## src/design/swes_pkg.sv

```systemverilog
package swes_pkg;

   localparam int MAX_BUCKETS = 64;
   localparam int SLOT_W      = $clog2(MAX_BUCKETS);
   localparam int TOTAL_W     = $clog2(MAX_BUCKETS + 1);
   localparam int TIME_W      = 32;
   localparam int SUM_W       = 32;
   localparam int CNT_W       = 16;
   localparam int DEPTH_W     = 16;
   localparam int WIN_W       = 16;
   localparam int CMD_W       = 2;
   localparam int ENTRY_W     = TIME_W + SUM_W;

   localparam logic [WIN_W-1:0] WINDOW_RESET = WIN_W'(10);

   typedef enum logic [CMD_W-1:0] {
      CMD_ADD         = 2'd0,
      CMD_READ_EXPIRE = 2'd1,
      CMD_READ_WINDOW = 2'd2,
      CMD_FLUSH       = 2'd3
   } cmd_type;

   typedef enum logic [1:0] {
      RD_NEWEST,
      RD_OLDEST,
      RD_INDEX
   } rd_sel_type;

   typedef struct packed {
      logic       capture;
      logic       rd_en;
      rd_sel_type rd_sel;
      logic       add_write;
      logic       total_clr;
      logic       total_dec;
      logic       scan_clr;
      logic       sum_acc;
      logic       res_load;
   } ctl_cmd_type;

   typedef struct packed {
      cmd_type cmd;
      logic    total_zero;
      logic    expire_hit;
      logic    stop_hit;
      logic    idx_done;
      logic    rsp_busy;
   } dp_sts_type;

endpackage

```

## src/design/swes_ram.sv

```systemverilog
module swes_ram #(
   parameter int WIDTH = 64,
   parameter int DEPTH = 64
) (
   input  logic                     clock,
   input  logic                     wr_en,
   input  logic [$clog2(DEPTH)-1:0] wr_addr,
   input  logic [WIDTH-1:0]         wr_data,
   input  logic                     rd_en,
   input  logic [$clog2(DEPTH)-1:0] rd_addr,
   output logic [WIDTH-1:0]         rd_data
);

   logic [WIDTH-1:0] mem [DEPTH];
   logic [WIDTH-1:0] rd_data_ff;

   always_ff @(posedge clock) begin
      if (wr_en) begin
         mem[wr_addr] <= wr_data;
      end
      if (rd_en) begin
         rd_data_ff <= mem[rd_addr];
      end
   end

   assign rd_data = rd_data_ff;

endmodule

```

## src/design/swes_datapath.sv

```systemverilog
module swes_datapath
   import swes_pkg::*;
(
   input  logic               clock,
   input  logic               reset,
   input  ctl_cmd_type        ctl,
   output dp_sts_type         sts,
   input  logic [CMD_W-1:0]   req_command,
   input  logic [TIME_W-1:0]  req_timestamp,
   input  logic [CNT_W-1:0]   req_count,
   input  logic [DEPTH_W-1:0] req_read_depth,
   output logic               rsp_valid,
   input  logic               rsp_ready,
   output logic [SUM_W-1:0]   rsp_window_sum,
   input  logic               csr_write_enable,
   input  logic [WIN_W-1:0]   csr_write_data
);

   function automatic logic [SLOT_W-1:0] slot_back(input logic [SLOT_W-1:0]  newest,
                                                    input logic [TOTAL_W-1:0] k);
      logic [TOTAL_W:0] n;
      logic [TOTAL_W:0] d;
      n = (TOTAL_W+1)'(newest);
      d = (TOTAL_W+1)'(k);
      if (n >= d) begin
         slot_back = SLOT_W'(n - d);
      end else begin
         slot_back = SLOT_W'(n + (TOTAL_W+1)'(MAX_BUCKETS) - d);
      end
   endfunction

   cmd_type            cmd_ff;
   logic [TIME_W-1:0]  now_ff;
   logic [CNT_W-1:0]   cnt_ff;
   logic [DEPTH_W-1:0] depth_ff;
   logic [WIN_W-1:0]   win_ff;
   logic [SLOT_W-1:0]  newest_ff, newest_in;
   logic [TOTAL_W-1:0] total_ff, total_in;
   logic [TOTAL_W-1:0] idx_ff, idx_in;
   logic [SUM_W-1:0]   sum_ff, sum_in;
   logic [SUM_W-1:0]   res_ff;
   logic               rsp_valid_ff, rsp_valid_in;

   logic [SLOT_W-1:0]  rd_addr;
   logic [SLOT_W-1:0]  newest_next;
   logic [ENTRY_W-1:0] rd_data;
   logic [TIME_W-1:0]  rd_time;
   logic [SUM_W-1:0]   rd_count;
   logic               merge;
   logic               wr_en;
   logic [SLOT_W-1:0]  wr_addr;
   logic [ENTRY_W-1:0] wr_data;

   assign rd_time  = rd_data[ENTRY_W-1:SUM_W];
   assign rd_count = rd_data[SUM_W-1:0];

   assign newest_next = (newest_ff == SLOT_W'(MAX_BUCKETS - 1)) ? '0 : newest_ff + 1'b1;

   always_comb begin
      case (ctl.rd_sel)
         RD_NEWEST: rd_addr = newest_ff;
         RD_OLDEST: rd_addr = slot_back(newest_ff, total_ff - 1'b1);
         RD_INDEX:  rd_addr = slot_back(newest_ff, idx_ff);
         default:   rd_addr = newest_ff;
      endcase
   end

   assign merge   = (total_ff != '0) && (rd_time == now_ff);
   assign wr_en   = ctl.add_write;
   assign wr_addr = merge ? newest_ff : newest_next;
   assign wr_data = merge ? {rd_time, rd_count + SUM_W'(cnt_ff)}
                          : {now_ff, SUM_W'(cnt_ff)};

   swes_ram #(
      .WIDTH (ENTRY_W),
      .DEPTH (MAX_BUCKETS)
   ) u_ram (
      .clock   (clock),
      .wr_en   (wr_en),
      .wr_addr (wr_addr),
      .wr_data (wr_data),
      .rd_en   (ctl.rd_en),
      .rd_addr (rd_addr),
      .rd_data (rd_data)
   );

   always_comb begin
      newest_in = newest_ff;
      total_in  = total_ff;
      if (ctl.add_write && !merge) begin
         newest_in = newest_next;
         if (total_ff != TOTAL_W'(MAX_BUCKETS)) begin
            total_in = total_ff + 1'b1;
         end
      end
      if (ctl.total_dec) begin
         total_in = total_ff - 1'b1;
      end
      if (ctl.total_clr) begin
         total_in = '0;
      end
   end

   always_comb begin
      idx_in = idx_ff;
      sum_in = sum_ff;
      if (ctl.scan_clr) begin
         idx_in = '0;
         sum_in = '0;
      end else if (ctl.sum_acc) begin
         idx_in = idx_ff + 1'b1;
         sum_in = sum_ff + rd_count;
      end
   end

   always_comb begin
      rsp_valid_in = rsp_valid_ff;
      if (ctl.res_load) begin
         rsp_valid_in = 1'b1;
      end else if (rsp_ready) begin
         rsp_valid_in = 1'b0;
      end
   end

   always_ff @(posedge clock) begin
      if (reset) begin
         win_ff       <= WINDOW_RESET;
         newest_ff    <= '0;
         total_ff     <= '0;
         rsp_valid_ff <= 1'b0;
      end else begin
         if (csr_write_enable) begin
            win_ff <= csr_write_data;
         end
         newest_ff    <= newest_in;
         total_ff     <= total_in;
         rsp_valid_ff <= rsp_valid_in;
      end
   end

   always_ff @(posedge clock) begin
      if (ctl.capture) begin
         cmd_ff   <= cmd_type'(req_command);
         now_ff   <= req_timestamp;
         cnt_ff   <= req_count;
         depth_ff <= req_read_depth;
      end
      if (ctl.res_load) begin
         res_ff <= sum_ff;
      end
      idx_ff <= idx_in;
      sum_ff <= sum_in;
   end

   assign sts.cmd        = cmd_ff;
   assign sts.total_zero = (total_ff == '0);
   assign sts.expire_hit = ({1'b0, rd_time} + (TIME_W+1)'(win_ff)) <= {1'b0, now_ff};
   assign sts.stop_hit   = ({1'b0, rd_time} + (TIME_W+1)'(depth_ff)) < {1'b0, now_ff};
   assign sts.idx_done   = (idx_ff == total_ff);
   assign sts.rsp_busy   = rsp_valid_ff && !rsp_ready;

   assign rsp_valid      = rsp_valid_ff;
   assign rsp_window_sum = res_ff;

endmodule

```

## config.mk

```make
export PLATFORM = sky130hd
export DESIGN_NAME = swes_datapath
export DESIGN_NICKNAME = d
export VERILOG_FILES = /design/src/design/swes_pkg.sv /design/src/design/swes_ram.sv /design/src/design/swes_datapath.sv
export SDC_FILE = /design/constraint.sdc
export NUM_CORES = 2
export LEC_CHECK = 0
export BUFFER_PORTS_ARGS = -buffer_cell sky130_fd_sc_hd__buf_2
export CORE_ASPECT_RATIO = 1.5
export CORE_MARGIN = 2
export CORE_UTILIZATION = 56
export DETAILED_ROUTE_END_ITERATION = 12
export PLACE_DENSITY = 0.76
export REMOVE_ABC_BUFFERS = 1
export SYNTH_ARGS = -nofsm -noshare
export SYNTH_HDL_FRONTEND = slang
export SYNTH_HIERARCHICAL = 1
export SYNTH_SLANG_ARGS = --single-unit
```

## constraint.sdc

```tcl
create_clock -name clock -period 10.5 [get_ports clock]
set_input_delay 1.575 -clock clock [delete_from_list [all_inputs] [get_ports clock]]
set_output_delay 1.575 -clock clock [all_outputs]
set_load 0.01 [all_outputs]
```

==> flow_metrics.tcl <==
set metrics [dict create \
    cts_tree "done" \
    hold_buffers 0 \
    violations "max-capacitance violations, max-slew violations" \
    fmax_ghz 0.1325 \
    path_cells "ha_1 -> fa_1 -> a211oi_1 -> nor2_1 -> a31oi_1 -> o31a_1 -> a31o_2 -> or2_1 -> nor2_2 -> xor2_1 -> ha_1 -> a21o_1 -> a21o_1 -> a21oi_1 -> o21ai_0 -> a211oi_1 -> a2111oi_0 -> nor3_1 -> buf_2" \
    yosysWarnings 6 \
    fin_util_pct 62.73 \
    grt_pass1_vias 90969 \
    worst-r2r-cell-count 10 \
    cts_setup_buffers 0 \
    cap_violations 1 \
    cp.buffers_inverters 1 \
    gr-total-overflow 0 \
    routed_via_density 7.185 \
    mostFrequentLayoutCell "edfxtp_1" \
    r2r-start "now_ff[7]$_DFFE_PP_" \
    rows 247 \
    synth-main-ff-cell "edfxtp_1" \
    syn_avg_cell_area_um2 21.12 \
    globalplace.congestion 0.9081 \
    fin_tns_setup_ps 0 \
    cts_resized 0 \
    cp-startpoint "u_ram/rd_data[32]$_DFFE_PP_" \
    crit_fanout 5 \
    wirelength_um 511500 \
    setup_viol 0 \
    r2r-end "u_ram/mem[30][37]$_DFFE_PP_" \
    die_w_um 454.0 \
    syn_inst 8056 \
    layout_common_cells "4258 x edfxtp_1, 1024 x mux4_2, 389 x clkbuf_16, 223 x buf_4, 170 x a22oi_1" \
    reg2reg_slack_ps 3620 \
    wire_per_inst_um 40.35 \
    clkTransAtPathRegs_ps 70 \
    grt_first_pass_wirelength_um 706500 \
    critPathCaptureType "primary output" \
    grt_setup_unrepaired "false" \
    cts.sinks 4327 \
    synth-edff-count 4258 \
    grt.total_usage_pct 33.19 \
    fp.dieArea_mm2 0.3083 \
    crit_family "compound AO/OA/AOI/OAI gates" \
    worstPathArrival_ps 5970 \
    hp-start "sum_ff[27]$_SDFFE_PP0P_" \
    start_util_pct 56.35 \
    syn-cell-area_mm2 0.1701 \
    power.leakage_nw 61.96 \
    drtAntennaViolNets 0 \
    fin_crit_ps 7545 \
    worstHoldEndpoint "rsp_window_sum[27]$_DFFE_PP_" \
    die_h_um 679.1 \
    cts_root_buffer "clkbuf_16" \
    drc 0 \
    ys_seq_elements 4327 \
    fp.coreArea_mm2 0.3019 \
    hpwl_um 269100 \
    hold_depth 0 \
    io_buffer_count 135 \
    gr-usage-met2_pct 52.81 \
    critPathLaunchType "flip-flop" \
    cts_max_level 5 \
    slew_viol_final 65 \
    critPathMaxStageDelay_ps 640 \
    final-hold-violation-count 0 \
    slew_headroom_pct -1.957 \
    nFillCells 19204 \
    clk_path_buf_depth 4 \
    antenna_found_initial 17 \
    seq_area_mm2 0.1292 \
    cp.required_ps 8930 \
    use_met3_pct 7.911 \
    syn2layout_area_growth_pct 11.34 \
    drt_iter0_markers 15249 \
    top_level_ports 136 \
    synth_seq_area_share_pct 75.97 \
    power.density_mw_per_mm2 216.2 \
    firstDrtPassIters 8 \
    synth_cell_types 78 \
    grt_max_degree 121 \
    status "complete, but fails checks" \
    holdCritPathClass "flip-flop to flip-flop" \
    finalCritPeriodShare_pct 71.86 \
    tightest_slew_ps 1524 \
    ir_drop_uv 133.6 \
    critPathKind "flip-flop to primary output" \
    power.total_mw 40.96 \
    skew_ps 71.78 \
    crit_slowest_cell "edfxtp_1" \
    drive_gt1_share_pct 24.61 \
    clock_latency_ps 940 \
    numCtsBuffers 377 \
    top_usage_layer "met2" \
    synth-async-reset-ratio_pct 0 \
    nets 8631 \
    num_vias 91092 \
    multi_input_area_mm2 0.03934 \
    grtUsageMet1_pct 40.88 \
]
==> routing by layer <==
metal	wire, µm	vias to the layer above	part of all wire, %
met3	67650	1976	13
met2	245300	7875	48
met5	34	-	0.0066
met1	157900	46880	31
met4	40630	4	7.9
li1	-	34357	-
==> synthesized netlist by cell type (5+ instances only) <==
cell	n	area share, %
o211ai_1	9	0.040
nor3_1	20	0.059
nand2_1	155	0.34
and2_1	7	0.026
xnor2_1	112	0.58
nor2_1	250	0.55
buf_6	7	0.046
a2bb2oi_1	20	0.10
a211oi_1	84	0.37
nor2b_1	45	0.17
o21bai_1	12	0.053
buf_4	42	0.19
nor4_1	11	0.040
inv_1	87	0.19
and3_1	81	0.30
mux4_2	1024	14
nand2b_1	25	0.092
a22oi_1	170	0.75
a41oi_1	27	0.14
o21a_1	14	0.062
xor2_1	60	0.31
ha_1	153	1.1
o221ai_1	40	0.21
or3_1	36	0.13
dfxtp_1	69	0.81
fa_1	5	0.059
edfxtp_1	4258	75
buf_2	178	0.52
clkbuf_1	203	0.45
a21oi_1	102	0.30
o21ai_0	73	0.21
a22o_1	99	0.51
a31oi_1	30	0.11
a21o_1	52	0.23
o31ai_1	8	0.035
o2111ai_1	5	0.026
nand4_1	36	0.13
mux2i_1	164	0.96
nand3_1	84	0.25
buf_1	22	0.049
or2_2	31	0.11
o22ai_1	85	0.31
==> through the flow <==
stage / setup WS, ps / hold WS, ps / cell area (µm²) / cells
floorplan: -102260 / 429.2 / 168000 / 7603
global placement: 3261 / 480.4 / 176800 / 11971
detailed placement: 3232 / 467.1 / 176800 / 11971
CTS: 3035 / 487.3 / 189100 / 12650
global route: 2774 / 512.3 / 189400 / 12662
finish: 2955 / 490.6 / 189400 / 12678
==> sequential cells by signal, indices dropped and copies added, names as in the netlist, 16 cells and up <==
signal	flops
win_ff	16
sum_ff	32
now_ff	32
cnt_ff	16
u_ram/mem	4096
depth_ff	16
rsp_window_sum	32
u_ram/rd_data	64
==> worst reg2reg max path, cell delays in order (launching register included) <==
cell and delay, ps:
edfxtp_1 320, buf_4 460, xnor2_1 240, nand4_1 210, nor4_1 590, nand3_4 620, a31oi_1 820, nand3b_1 860
nor2_4 770, buf_4 860, buf_4 720
==> area by class of cell <==
cell class	instances	share of cell area, %
Timing Repair Buffer	395	1.659
Tap cell	3984	2.632
Inverter	87	0.1724
Clock buffer	453	5.282
Clock inverter	226	1.230
Multi-Input combinational cell	3189	20.77
Sequential cell	4327	68.23
Antenna cell	17	0.02246
==> cell families after synthesis <==
family | Yosys count | synth area share [%]
compound gates | 857 | 3.624
xor+xnor | 173 | 0.8950
fa+ha+maj | 158 | 1.184
buf+inv | 540 | 1.447
flops | 4327 | 75.97
mux | 1192 | 14.55
simple gates | 809 | 2.335
==> how the worst max path moves through the flow <==
stage                                  endpoint  slack, ps  cells past startpoint
floorplan           u_ram/rd_data[11]$_DFFE_PP_    -102260                      7
global placement     u_ram/rd_data[9]$_DFFE_PP_       3260                     14
detailed placement   u_ram/rd_data[8]$_DFFE_PP_       3230                     14
CTS                                      sts[2]       3030                     19
global route                             sts[2]       2770                     19
finish                                   sts[2]       2960                     19
==> power breakdown <==
group | internal (mW) | leakage, nW | switching (mW) | total [mW]
logic | 2.78 | 14.5 | 4.22 | 7.00
registers | 19.3 | 41.5 | 0.450 | 19.8
clock network | 7.91 | 6.01 | 6.26 | 14.2
Note: power is estimated with default switching activity, not from simulation.
