==> src/design/swes_pkg.sv <==
package swes_pkg;

   localparam int MAX_BUCKETS = 64;
   localparam int SLOT_W      = $clog2(MAX_BUCKETS);
   localparam int TOTAL_W     = $clog2(MAX_BUCKETS + 1);
   localparam int TIME_W      = 32;
   localparam int SUM_W       = 32;
   localparam int CNT_W       = 16;
   localparam int DEPTH_W     = 16;
   localparam int WIN_W       = 16;
   localparam int CMD_W       = 2;
   localparam int ENTRY_W     = TIME_W + SUM_W;

   localparam logic [WIN_W-1:0] WINDOW_RESET = WIN_W'(10);

   typedef enum logic [CMD_W-1:0] {
      CMD_ADD         = 2'd0,
      CMD_READ_EXPIRE = 2'd1,
      CMD_READ_WINDOW = 2'd2,
      CMD_FLUSH       = 2'd3
   } cmd_type;

   typedef enum logic [1:0] {
      RD_NEWEST,
      RD_OLDEST,
      RD_INDEX
   } rd_sel_type;

   typedef struct packed {
      logic       capture;
      logic       rd_en;
      rd_sel_type rd_sel;
      logic       add_write;
      logic       total_clr;
      logic       total_dec;
      logic       scan_clr;
      logic       sum_acc;
      logic       res_load;
   } ctl_cmd_type;

   typedef struct packed {
      cmd_type cmd;
      logic    total_zero;
      logic    expire_hit;
      logic    stop_hit;
      logic    idx_done;
      logic    rsp_busy;
   } dp_sts_type;

endpackage

==> src/design/swes_controller.sv <==
module swes_controller
   import swes_pkg::*;
(
   input  logic        clock,
   input  logic        reset,
   input  logic        req_valid,
   output logic        req_ready,
   input  dp_sts_type  sts,
   output ctl_cmd_type ctl
);

   typedef enum logic [2:0] {
      S_IDLE,
      S_DECODE,
      S_ADD_WR,
      S_EXP_RD,
      S_EXP_CHK,
      S_SUM_RD,
      S_SUM_CHK,
      S_DONE
   } state_type;

   state_type state_ff, state_in;

   assign req_ready = (state_ff == S_IDLE);

   always_comb begin
      ctl      = '0;
      ctl.rd_sel = RD_NEWEST;
      state_in = state_ff;
      case (state_ff)
         S_IDLE: begin
            if (req_valid) begin
               ctl.capture = 1'b1;
               state_in    = S_DECODE;
            end
         end
         S_DECODE: begin
            ctl.scan_clr = 1'b1;
            case (sts.cmd)
               CMD_ADD: begin
                  ctl.rd_en  = 1'b1;
                  ctl.rd_sel = RD_NEWEST;
                  state_in   = S_ADD_WR;
               end
               CMD_READ_EXPIRE: state_in = S_EXP_RD;
               CMD_READ_WINDOW: state_in = S_SUM_RD;
               CMD_FLUSH: begin
                  ctl.total_clr = 1'b1;
                  state_in      = S_IDLE;
               end
               default: state_in = S_IDLE;
            endcase
         end
         S_ADD_WR: begin
            ctl.add_write = 1'b1;
            state_in      = S_EXP_RD;
         end
         S_EXP_RD: begin
            if (sts.total_zero) begin
               state_in = (sts.cmd == CMD_ADD) ? S_IDLE : S_SUM_RD;
            end else begin
               ctl.rd_en  = 1'b1;
               ctl.rd_sel = RD_OLDEST;
               state_in   = S_EXP_CHK;
            end
         end
         S_EXP_CHK: begin
            if (sts.expire_hit) begin
               ctl.total_dec = 1'b1;
               state_in      = S_EXP_RD;
            end else begin
               state_in = (sts.cmd == CMD_ADD) ? S_IDLE : S_SUM_RD;
            end
         end
         S_SUM_RD: begin
            if (sts.idx_done) begin
               state_in = S_DONE;
            end else begin
               ctl.rd_en  = 1'b1;
               ctl.rd_sel = RD_INDEX;
               state_in   = S_SUM_CHK;
            end
         end
         S_SUM_CHK: begin
            if (sts.cmd == CMD_READ_WINDOW && sts.stop_hit) begin
               state_in = S_DONE;
            end else begin
               ctl.sum_acc = 1'b1;
               state_in    = S_SUM_RD;
            end
         end
         S_DONE: begin
            if (!sts.rsp_busy) begin
               ctl.res_load = 1'b1;
               state_in     = S_IDLE;
            end
         end
         default: state_in = S_IDLE;
      endcase
   end

   always_ff @(posedge clock) begin
      if (reset) begin
         state_ff <= S_IDLE;
      end else begin
         state_ff <= state_in;
      end
   end

endmodule

==> config.mk <==
export PLATFORM = sky130hd
export DESIGN_NAME = swes_controller
export DESIGN_NICKNAME = d
export VERILOG_FILES = /design/src/design/swes_pkg.sv /design/src/design/swes_controller.sv
export SDC_FILE = /design/constraint.sdc
export NUM_CORES = 1
export LEC_CHECK = 0
export ABC_CLOCK_PERIOD_IN_PS = 1250
export BUFFER_PORTS_ARGS = -buffer_cell sky130_fd_sc_hd__buf_2
export CORE_AREA = 2 2 39 41
export DETAILED_ROUTE_END_ITERATION = 8
export DIE_AREA = 0 0 41 43
export GPL_ROUTABILITY_DRIVEN = 0
export HOLD_SLACK_MARGIN = 0.05
export SLEW_MARGIN = 0
export SYNTH_ARGS = -nofsm -noshare
export SYNTH_HDL_FRONTEND = slang
export SYNTH_SLANG_ARGS = --single-unit
==> constraint.sdc <==
create_clock -name clock -period 1.25 [get_ports clock]
set_clock_uncertainty 0.05 [all_clocks]
set_input_delay 0.125 -clock clock [delete_from_list [all_inputs] [get_ports clock]]
set_output_delay 0.125 -clock clock [all_outputs]
set_load 0.01 [all_outputs]
==> out/qor.csv, run 1 <==
stage,metric,value,unit
outcome,status,"finished, violations left",
outcome,failing checks,negative setup slack,
critical_path,Crit-path slowest cell,dfxtp_2,
final_layout,Reg with most FFs,state_ff,
logic_synthesis,main combinational cell family by area after synthesis,simple AND/OR/NAND/NOR gates,
run,Max Cap Viol,0,
final_layout,share of cells above drive strength 1,0.551,
critical_path,CP Class,reg -> out,
final_layout,"Core Util, Final",0.495,
timing,final hold vios,0,
timing,Slew HR,0.800,
final_layout,area grow syn2layout,69.3,%
clock_network,Clock Path Buffers,2,
floorplanning,chip width,41,um
critical_path,crit-path cells,"nor2b_4, and2b_4, a211o_1, buf_2",
clock_network,"CTS clk-pin slew, worst paths",0.04,ns
logic_synthesis,sequential area share after synthesis,0.149,
logic_synthesis,Synth Register Bits,3,
route,Vias/cell,4.79,
logic_synthesis,Synth Area in XOR/XNOR,0,
global_routing,first-pass GRT wire length,1590,um
clock_network,CTS H-Tree Depth,1,
timing,post-route minimum period,1.42,ns
timing,fin. max-slew vios,0,
timing,Worst Max-Slew Pin Slew,0.298,ns
logic_synthesis,Post-Synth Simple-Gate Area,0.393,
final_layout,Fillers,143,
global_routing,grt ovf,0,
global_routing,vias in the first global route,426,
route,drt wl/cell,10.6,um
final_layout,max reg flops,3,
floorplanning,die area,1760,um^2
route,Via Count,503,
critical_path,CP Launch Type,flip-flop,
clock_network,Root Driver,clkbuf_4,
place,pre-CTS WS,-0.0160,ns
logic_synthesis,Syn. warnings,0,
floorplanning,Starting Density,0.292,
place,dpl cells,95,
timing,RSZ-0062 raised after global routing,true,
logic_synthesis,Mapped Nets,69,
clock_network,Sink Count,3,
critical_path,kind of cell adding the most delay to the critical path,flip-flops,
timing,Setup Viol. Count Final,8,
final_layout,# diodes,0,
logic_synthesis,Synth Area in Adders,0.155,
min_path,worst min path class,in -> reg,
timing,Final Cycle Share,1.13,
clock_network,worst-skew pair later-pin latency,0.23,ns
logic_synthesis,Synth cell types,29,
route,DRC viols,0,
timing,post-layout worst setup margin,-0.167,ns
route,first-pass detailed-route iteration total,4,
floorplanning,I/O pins,21,
global_routing,largest net degree at the start of global routing,12,
route,routed wire length,1120,um
clock_network,Num CTS Buffers,3,
global_routing,Tot GR Track Use,0.129,
logic_synthesis,Compound-Gate Fraction of Synth Area,0.235,
floorplanning,Cell Rows,14,
critical_path,Crit path required time,1.08,ns
global_routing,initial antenna violation count,0,
timing,Achievable Freq,0.706,GHz
power,PwrDens,953,nW/um^2
route,Final ANT Viol Nets,0,
critical_path,crit path DAT,1.24,ns
critical_path,worst-path fanout max,4,
power,Final Power,0.652,mW
critical_path,CP bufs+invs,1,
place,dpl hpwl,864,um
final_layout,most frequent cells in the layout,"buf_2 (21), buf_4 (10), nand2_1 (5), ha_1 (5), o21ai_0 (4)",
final_layout,biggest regs,state_ff (3),
final_layout,NumNets Final,105,
place,port bufs,20,
critical_path,Crit path largest cell delay,0.33,ns
timing,worst hold slack,0.212,ns
logic_synthesis,Cells after Synth,54,
power,Lkg Pwr,0.343,nW
critical_path,CP Capture Type,output port,
logic_synthesis,dominant synthesized flop cell,dfxtp_1,
logic_synthesis,Post-Synthesis Mean Instance Area,7.48,um^2
power,maximum vdd ir drop,0.512,mV
logic_synthesis,multiplexer share of the synthesized area,0,
final_layout,"commonest non-fill, non-tap cell in the layout",buf_2,
clock_network,TritonCTS clock tree,done,
floorplanning,die height,43,um
floorplanning,Core Box Area,1380,um^2
logic_synthesis,asr flop ratio synth,0,
logic_synthesis,number of flops mapped to enable cells by yosys,0,
route,DRT iter0 DRCs,9,
logic_synthesis,Netlist Area Pre-Place,404,um^2
final_layout,Final Non-Filler Cells,105,
[worst register-to-register path: stages, from the launching register on]
cell	delay [ns]
dfxtp_2	0.36
nor2b_4	0.18
buf_4	0.13
a32oi_1	0.08
or2_1	0.24
a311oi_2	0.23
[path summary, 6_finish.rpt]
path                                          startpoint                        to  slack [ns]  cells past startpoint
worst max-delay path            state_ff[0]$_SDFFE_PP0P_                    ctl[8]       -0.17                      4
worst min-delay path                              sts[3]  state_ff[2]$_SDFFE_PP0P_        0.21                      4
worst max register to register  state_ff[0]$_SDFFE_PP0P_  state_ff[0]$_SDFFE_PP0P_       -0.12                      5
worst min register to register  state_ff[0]$_SDFFE_PP0P_  state_ff[1]$_SDFFE_PP0P_        0.65                      3
[through the flow]
step | instance area (um^2) | TNS [ns]
floorplan | 409 | 0
global placement | 569 | 0
detailed placement | 569 | -0.0160
CTS | 636 | -0.803
global route | 684 | -1.31
finish | 684 | -0.676
[cells in the mapped netlist (2+ instances only)]
cell / n / area, um^2
nor2_1: 6 / 22.5
and2_1: 2 / 12.5
o21ai_0: 4 / 20.0
inv_1: 2 / 7.51
o211ai_1: 2 / 15.0
buf_4: 2 / 15.0
ha_1: 5 / 62.6
nand2_1: 6 / 22.5
dfxtp_1: 3 / 60.1
nand3_1: 2 / 10.0
nand2b_1: 2 / 12.5
[area by class of cell]
type | count | area [um^2] | area share
multi-input combinational | 46 | 352 | 0.514
timing repair buffer | 34 | 213 | 0.311
sequential | 3 | 66.3 | 0.0969
clock buffer | 4 | 26.3 | 0.0384
tap | 16 | 20.0 | 0.0293
inverter | 2 | 7.51 | 0.0110
[logic make-up (layout without fill, tap and decap cells)]
| logic type | count (synthesis) | after routing |
|---|---|---|
| flip-flops | 3 | 3 |
| AND/OR/NAND/NOR | 28 | 28 |
| buffers and inverters | 5 | 40 |
| adder cells (fa/ha/maj) | 5 | 5 |
| AO/OA/AOI/OAI | 13 | 13 |
[where the power goes]
part           internal, mW  switching [mW]
Sequential            0.112          0.0173
Clock                 0.120          0.0533
Combinational         0.187           0.162
[timing repair]
item / 4_1_cts / 5_1_grt
endpoints found under the hold margin: 3 / 0
gates cloned: 0 / 1
buffers inserted: 2 / 2
pin swaps: 5 / 1
hold buffers: 1 / 0
setup endpoints to repair: 12 / 13
gates resized for setup: 6 / 8
[routing by layer]
layer	GRT usage	up-vias	part of all wire
li1	-	261	-
met5	0	-	0
met4	0.0600	0	0
met3	0.0157	0	0.046
met1	0.149	230	0.45
met2	0.219	12	0.51
Note: power is estimated with default switching activity, not from simulation.
==> inputs of run 2 (changes only) <==
Settings changed: BUFFER_PORTS_ARGS -buffer_cell sky130_fd_sc_hd__buf_2 to default, DONT_BUFFER_PORTS from default to 1.
==> out/qor.csv, run 2 (synthesis results as in run 1) <==
stage,metric,value,unit
route,Final ANT Viol Nets,0,
route,first-pass detailed-route iteration total,4,
floorplanning,chip width,41,um
global_routing,Tot GR Track Use,0.162,
power,NetSw,0.252,mW
run,Max Cap Viol,0,
critical_path,CP Launch Type,flip-flop,
route,Vias/cell,5.34,
outcome,failing checks,negative setup slack,
timing,Worst Max-Slew Pin Slew,0.299,ns
clock_network,CTS H-Tree Depth,1,
timing,Slew HR,0.799,
route,DRC viols,0,
final_layout,Reg with most FFs,state_ff,
timing,fin. max-slew vios,0,
timing,Setup Viol. Count Final,9,
clock_network,Sink Count,3,
timing,Final Cycle Share,1.09,
place,dpl hpwl,905,um
global_routing,initial antenna violation count,0,
final_layout,biggest regs,state_ff (3),
critical_path,worst reg2reg startpoint,state_ff[0]$_SDFFE_PP0P_,
final_layout,max reg flops,3,
floorplanning,Core Box Area,1380,um^2
critical_path,worst-path fanout max,4,
route,Via Count,491,
clock_network,worst-skew pair later-pin latency,0.25,ns
floorplanning,I/O pins,21,
critical_path,crit path DAT,1.19,ns
clock_network,Num CTS Buffers,3,
place,pre-CTS WS,-0.0176,ns
power,Lkg Pwr,0.292,nW
global_routing,largest net degree at the start of global routing,8,
timing,RSZ-0062 raised after global routing,true,
timing,Achievable Freq,0.733,GHz
final_layout,area grow syn2layout,64.1,%
power,Switching Fraction,0.366,
min_path,worst min path class,in -> reg,
final_layout,"commonest non-fill, non-tap cell in the layout",buf_4,
power,share of power burned in registers,0.199,
critical_path,CP Class,reg -> out,
timing,final hold vios,0,
power,power share of the clock group,0.271,
outcome,status,"finished, violations left",
min_path,hold path startpoint,sts[0],
place,port bufs,0,
power,PwrDens,1040,nW/um^2
route,drt wl/cell,14.2,um
floorplanning,die area,1760,um^2
route,top sig layer,met4,
floorplanning,Starting Density,0.292,
global_routing,grt ovf,0,
route,routed wire length,1300,um
final_layout,share of cells above drive strength 1,0.513,
critical_path,Setup crit start,state_ff[0]$_SDFFE_PP0P_,
final_layout,# diodes,0,
clock_network,TritonCTS clock tree,done,
global_routing,vias in the first global route,438,
floorplanning,die height,43,um
clock_network,Root Driver,clkbuf_4,
final_layout,NumNets Final,92,
final_layout,most frequent cells in the layout,"buf_4 (17), nand2_1 (5), ha_1 (5)",
timing,post-layout worst setup margin,-0.115,ns
route,DRT iter0 DRCs,6,
power,combinational power share,0.529,
clock_network,"CTS clk-pin slew, worst paths",0.05,ns
power,Final Power,0.688,mW
route,met1 wire length,532,um
floorplanning,Cell Rows,14,
route,Met2 Wirelength,648,um
global_routing,first-pass GRT wire length,1970,um
timing,post-route minimum period,1.37,ns
critical_path,Crit path required time,1.08,ns
critical_path,CP Capture Type,output port,
route,Met3 Routed Length,91,um
clock_network,Clock Path Buffers,2,
power,Internal Pwr Total,0.436,mW
power,maximum vdd ir drop,0.591,mV
-- run 2: cell count changes in the layout (fill, tap and decap cells not counted) --
cell / delta
and2_1: -1
and2_4: +1
buf_2: -21
buf_4: +7
buf_6: +1
dfxtp_2: -1
dfxtp_4: +1
nor2_1: -2
nor2_4: +2
or2_0: +1
or2_1: -1
-- run 2: repair_timing --
action / in CTS / in global routing
hold buffers: 1 / 0
setup buffers: 1 / 2
gates resized for setup: 16 / 4
endpoints found under the hold margin: 3 / 0
setup endpoints to repair: 12 / 13
pin swaps: 4 / 3
gates cloned: 0 / 0
-- run 2: layer usage --
| layer | global-route usage | vias up |
|---|---|---|
| met1 | 0.196 | 226 |
| met3 | 0.0576 | 4 |
| met5 | 0 | - |
| li1 | - | 235 |
| met2 | 0.253 | 26 |
| met4 | 0.0600 | 0 |
-- run 2: final cells by class --
cell class	instances	area, um^2
fill	142	721
multi-input combinational	46	369
timing repair buffer	21	171
sequential	3	68.8
clock buffer	4	26.3
tap	16	20.0
inverter	2	7.51
-- run 2: through the flow --
stage | setup TNS (ns) | hold WS [ns] | utilization | cells | cell area, um^2
finish | -0.547 | 0.0794 | 0.479 | 92 | 663
global route | -1.15 | 0.0812 | 0.479 | 92 | 663
detailed placement | -0.0176 | 0.147 | 0.388 | 84 | 537
CTS | -0.493 | 0.0723 | 0.456 | 90 | 631
global placement | 0 | 0.143 | 0.388 | 84 | 537
floorplan | 0 | 0.143 | - | 54 | 409
-- run 2: path summary, 6_finish.rpt --
path / to / slack [ns] / cells past startpoint
worst max-delay path: ctl[8] / -0.12 / 3
worst min-delay path: state_ff[2]$_SDFFE_PP0P_ / 0.08 / 2
worst max register to register: state_ff[1]$_SDFFE_PP0P_ / -0.04 / 6
worst min register to register: state_ff[2]$_SDFFE_PP0P_ / 0.68 / 3
-- run 2: critical path, cell delays in order (launching register included) --
cell,delay (ns)
dfxtp_2,0.34
nor2b_4,0.14
and2b_4,0.16
a211o_1,0.29
-- run 2: power by group through the flow --
stage                     sequential [mW]  combinational, mW  clock, mW
after floorplan                     0.122              0.176          0
after global placement              0.129              0.286          0
after detailed placement            0.131              0.286          0
after CTS                           0.135              0.338      0.188
after global routing                0.139              0.397      0.199
final                               0.137              0.364      0.187
==> inputs of run 3 (changes only) <==
Settings changed: ABC_AREA from default to 1.
==> out/qor.csv, run 3 <==
stage,metric,value,unit
timing,RSZ-0062 raised after global routing,true,
global_routing,Tot GR Track Use,0.167,
logic_synthesis,"area leader, netlist",ha_1,
critical_path,CP Launch Type,flip-flop,
route,Final ANT Viol Nets,0,
global_routing,initial antenna violation count,0,
critical_path,CP Capture Type,output port,
final_layout,share of cells above drive strength 1,0.500,
logic_synthesis,dominant synthesized flop cell,dfxtp_1,
clock_network,worst-skew pair later-pin latency,0.23,ns
place,dpl hpwl,906,um
route,DRT iter0 DRCs,7,
clock_network,Root Driver,clkbuf_4,
timing,Setup Viol. Count Final,5,
power,Lkg Pwr,0.432,nW
final_layout,Reg with most FFs,state_ff,
floorplanning,Core Box Area,1380,um^2
logic_synthesis,Yosys top cell area share,0.122,
clock_network,Clock Path Buffers,2,
min_path,worst min path class,in -> reg,
logic_synthesis,Cells after Synth,80,
final_layout,area grow syn2layout,65.7,%
logic_synthesis,Synth Register Bits,3,
route,first-pass detailed-route iteration total,4,
logic_synthesis,Syn. warnings,0,
final_layout,"Core Util, Final",0.616,
timing,post-route minimum period,1.30,ns
global_routing,largest net degree at the start of global routing,9,
timing,Achievable Freq,0.767,GHz
final_layout,NumNets Final,116,
outcome,failing checks,negative setup slack,
route,Via Count,563,
floorplanning,Cell Rows,14,
clock_network,CTS H-Tree Depth,1,
route,drt wl/cell,12.1,um
logic_synthesis,Post-Synthesis Mean Instance Area,6.43,um^2
place,port bufs,0,
power,maximum vdd ir drop,0.462,mV
logic_synthesis,Netlist Area Pre-Place,514,um^2
final_layout,"commonest non-fill, non-tap cell in the layout",nand2_1,
timing,Worst Max-Slew Pin Slew,0.215,ns
timing,Final Cycle Share,1.04,
floorplanning,I/O pins,21,
final_layout,most frequent cells in the layout,"nand2_1 (14), inv_1 (12), buf_4 (10)",
global_routing,vias in the first global route,511,
logic_synthesis,most instantiated cells after synthesis,"nand2_1 (16), inv_1 (14), nor2_1 (14)",
clock_network,Sink Count,3,
floorplanning,die area,1760,um^2
logic_synthesis,Mapped Nets,95,
timing,worst hold slack,0.159,ns
route,DRC viols,0,
floorplanning,die height,43,um
clock_network,"CTS clk-pin slew, worst paths",0.04,ns
route,routed wire length,1410,um
critical_path,worst-path fanout max,7,
timing,final hold vios,0,
place,pre-CTS WS,-0.00655,ns
final_layout,design area,852,um^2
run,Max Cap Viol,0,
timing,fin. max-slew vios,0,
final_layout,max reg flops,3,
final_layout,biggest regs,state_ff (3),
power,PwrDens,1030,nW/um^2
global_routing,grt ovf,0,
outcome,status,"finished, violations left",
critical_path,crit path DAT,1.13,ns
place,Placement Cell Area,593,um^2
logic_synthesis,sequential area share after synthesis,0.117,
timing,TNS Setup,-0.149,ns
floorplanning,Starting Density,0.372,
final_layout,# diodes,0,
timing,Slew HR,0.856,
floorplanning,chip width,41,um
logic_synthesis,asr flop ratio synth,0,
timing,post-layout worst setup margin,-0.0533,ns
route,Vias/cell,4.85,
logic_synthesis,most numerous cell in the Yosys netlist,nand2_1,
clock_network,TritonCTS clock tree,done,
critical_path,Crit path required time,1.08,ns
logic_synthesis,Synth cell types,18,
logic_synthesis,largest cells by area after synthesis,"ha_1 (12%), dfxtp_1 (12%), nand2_1 (12%), inv_1 (10%), nor2_1 (10%)",
critical_path,CP Class,reg -> out,
logic_synthesis,number of flops mapped to enable cells by yosys,0,
global_routing,first-pass GRT wire length,2100,um
clock_network,Num CTS Buffers,3,
run 3: path summary, 6_finish.rpt:
| path | startpoint | end | slack [ns] | cells after the start |
|---|---|---|---|---|
| setup / recovery | state_ff[0]$_SDFFE_PP0P_ | ctl[3] | -0.05 | 5 |
| hold / removal | sts[3] | state_ff[2]$_SDFFE_PP0P_ | 0.16 | 5 |
| setup reg to reg | state_ff[2]$_SDFFE_PP0P_ | state_ff[0]$_SDFFE_PP0P_ | 0 | 9 |
| hold reg to reg | state_ff[1]$_SDFFE_PP0P_ | state_ff[2]$_SDFFE_PP0P_ | 0.75 | 5 |
run 3: logic make-up (layout without fill, tap and decap cells):
| group | Yosys count | after routing | share of synthesized area |
|---|---|---|---|
| and+or+nand+nor | 47 | 47 | 0.501 |
| DFF | 3 | 3 | 0.117 |
| AOI/OAI and AO/OA | 3 | 3 | 0.0365 |
| buffers and inverters | 22 | 42 | 0.224 |
| adders and majority gates | 5 | 5 | 0.122 |
run 3: what timing repair did:
item                                    CTS  global route
resized for setup                        20            21
pin swaps                                 4            18
gates cloned                              0             0
buffers inserted                          5             6
hold buffers                              1             0
hold endpoints to repair                  2             0
endpoints found under the setup margin   11            12
run 3: layer usage:
metal / share of wire / wire, um / vias up / GRT usage
met4: 0 / 0 / 0 / 0.0200
met1: 0.44 / 620 / 259 / 0.214
met2: 0.51 / 718 / 13 / 0.281
met3: 0.048 / 67 / 0 / 0.0366
met5: 0 / 0 / - / 0
li1: - / - / 291 / -
run 3: critical path, cell delays in order (launching register included):
cell,delay (ns)
dfxtp_2,0.32
buf_12,0.14
nor2_8,0.18
nand3_4,0.09
inv_2,0.07
buf_6,0.09
run 3: area by class of cell:
cell class / instances / area, um^2
inverter: 19 / 91.3
multi-input combinational: 55 / 462
fill: 120 / 532
tap: 16 / 20.0
timing repair buffer: 19 / 184
clock buffer: 4 / 26.3
sequential: 3 / 68.8
run 3: power by group:
group / total [mW] / internal, mW / leakage, nW / switching, mW
combinational: 0.551 / 0.251 / 0.391 / 0.300
sequential: 0.162 / 0.117 / 0.0264 / 0.0447
clock: 0.168 / 0.120 / 0.0150 / 0.0489
run 3: stage by stage:
stage	total power [mW]	instances
after floorplan	0.434	80
after global placement	0.520	102
after detailed placement	0.524	102
after CTS	0.772	111
after global routing	0.947	116
final	0.882	116
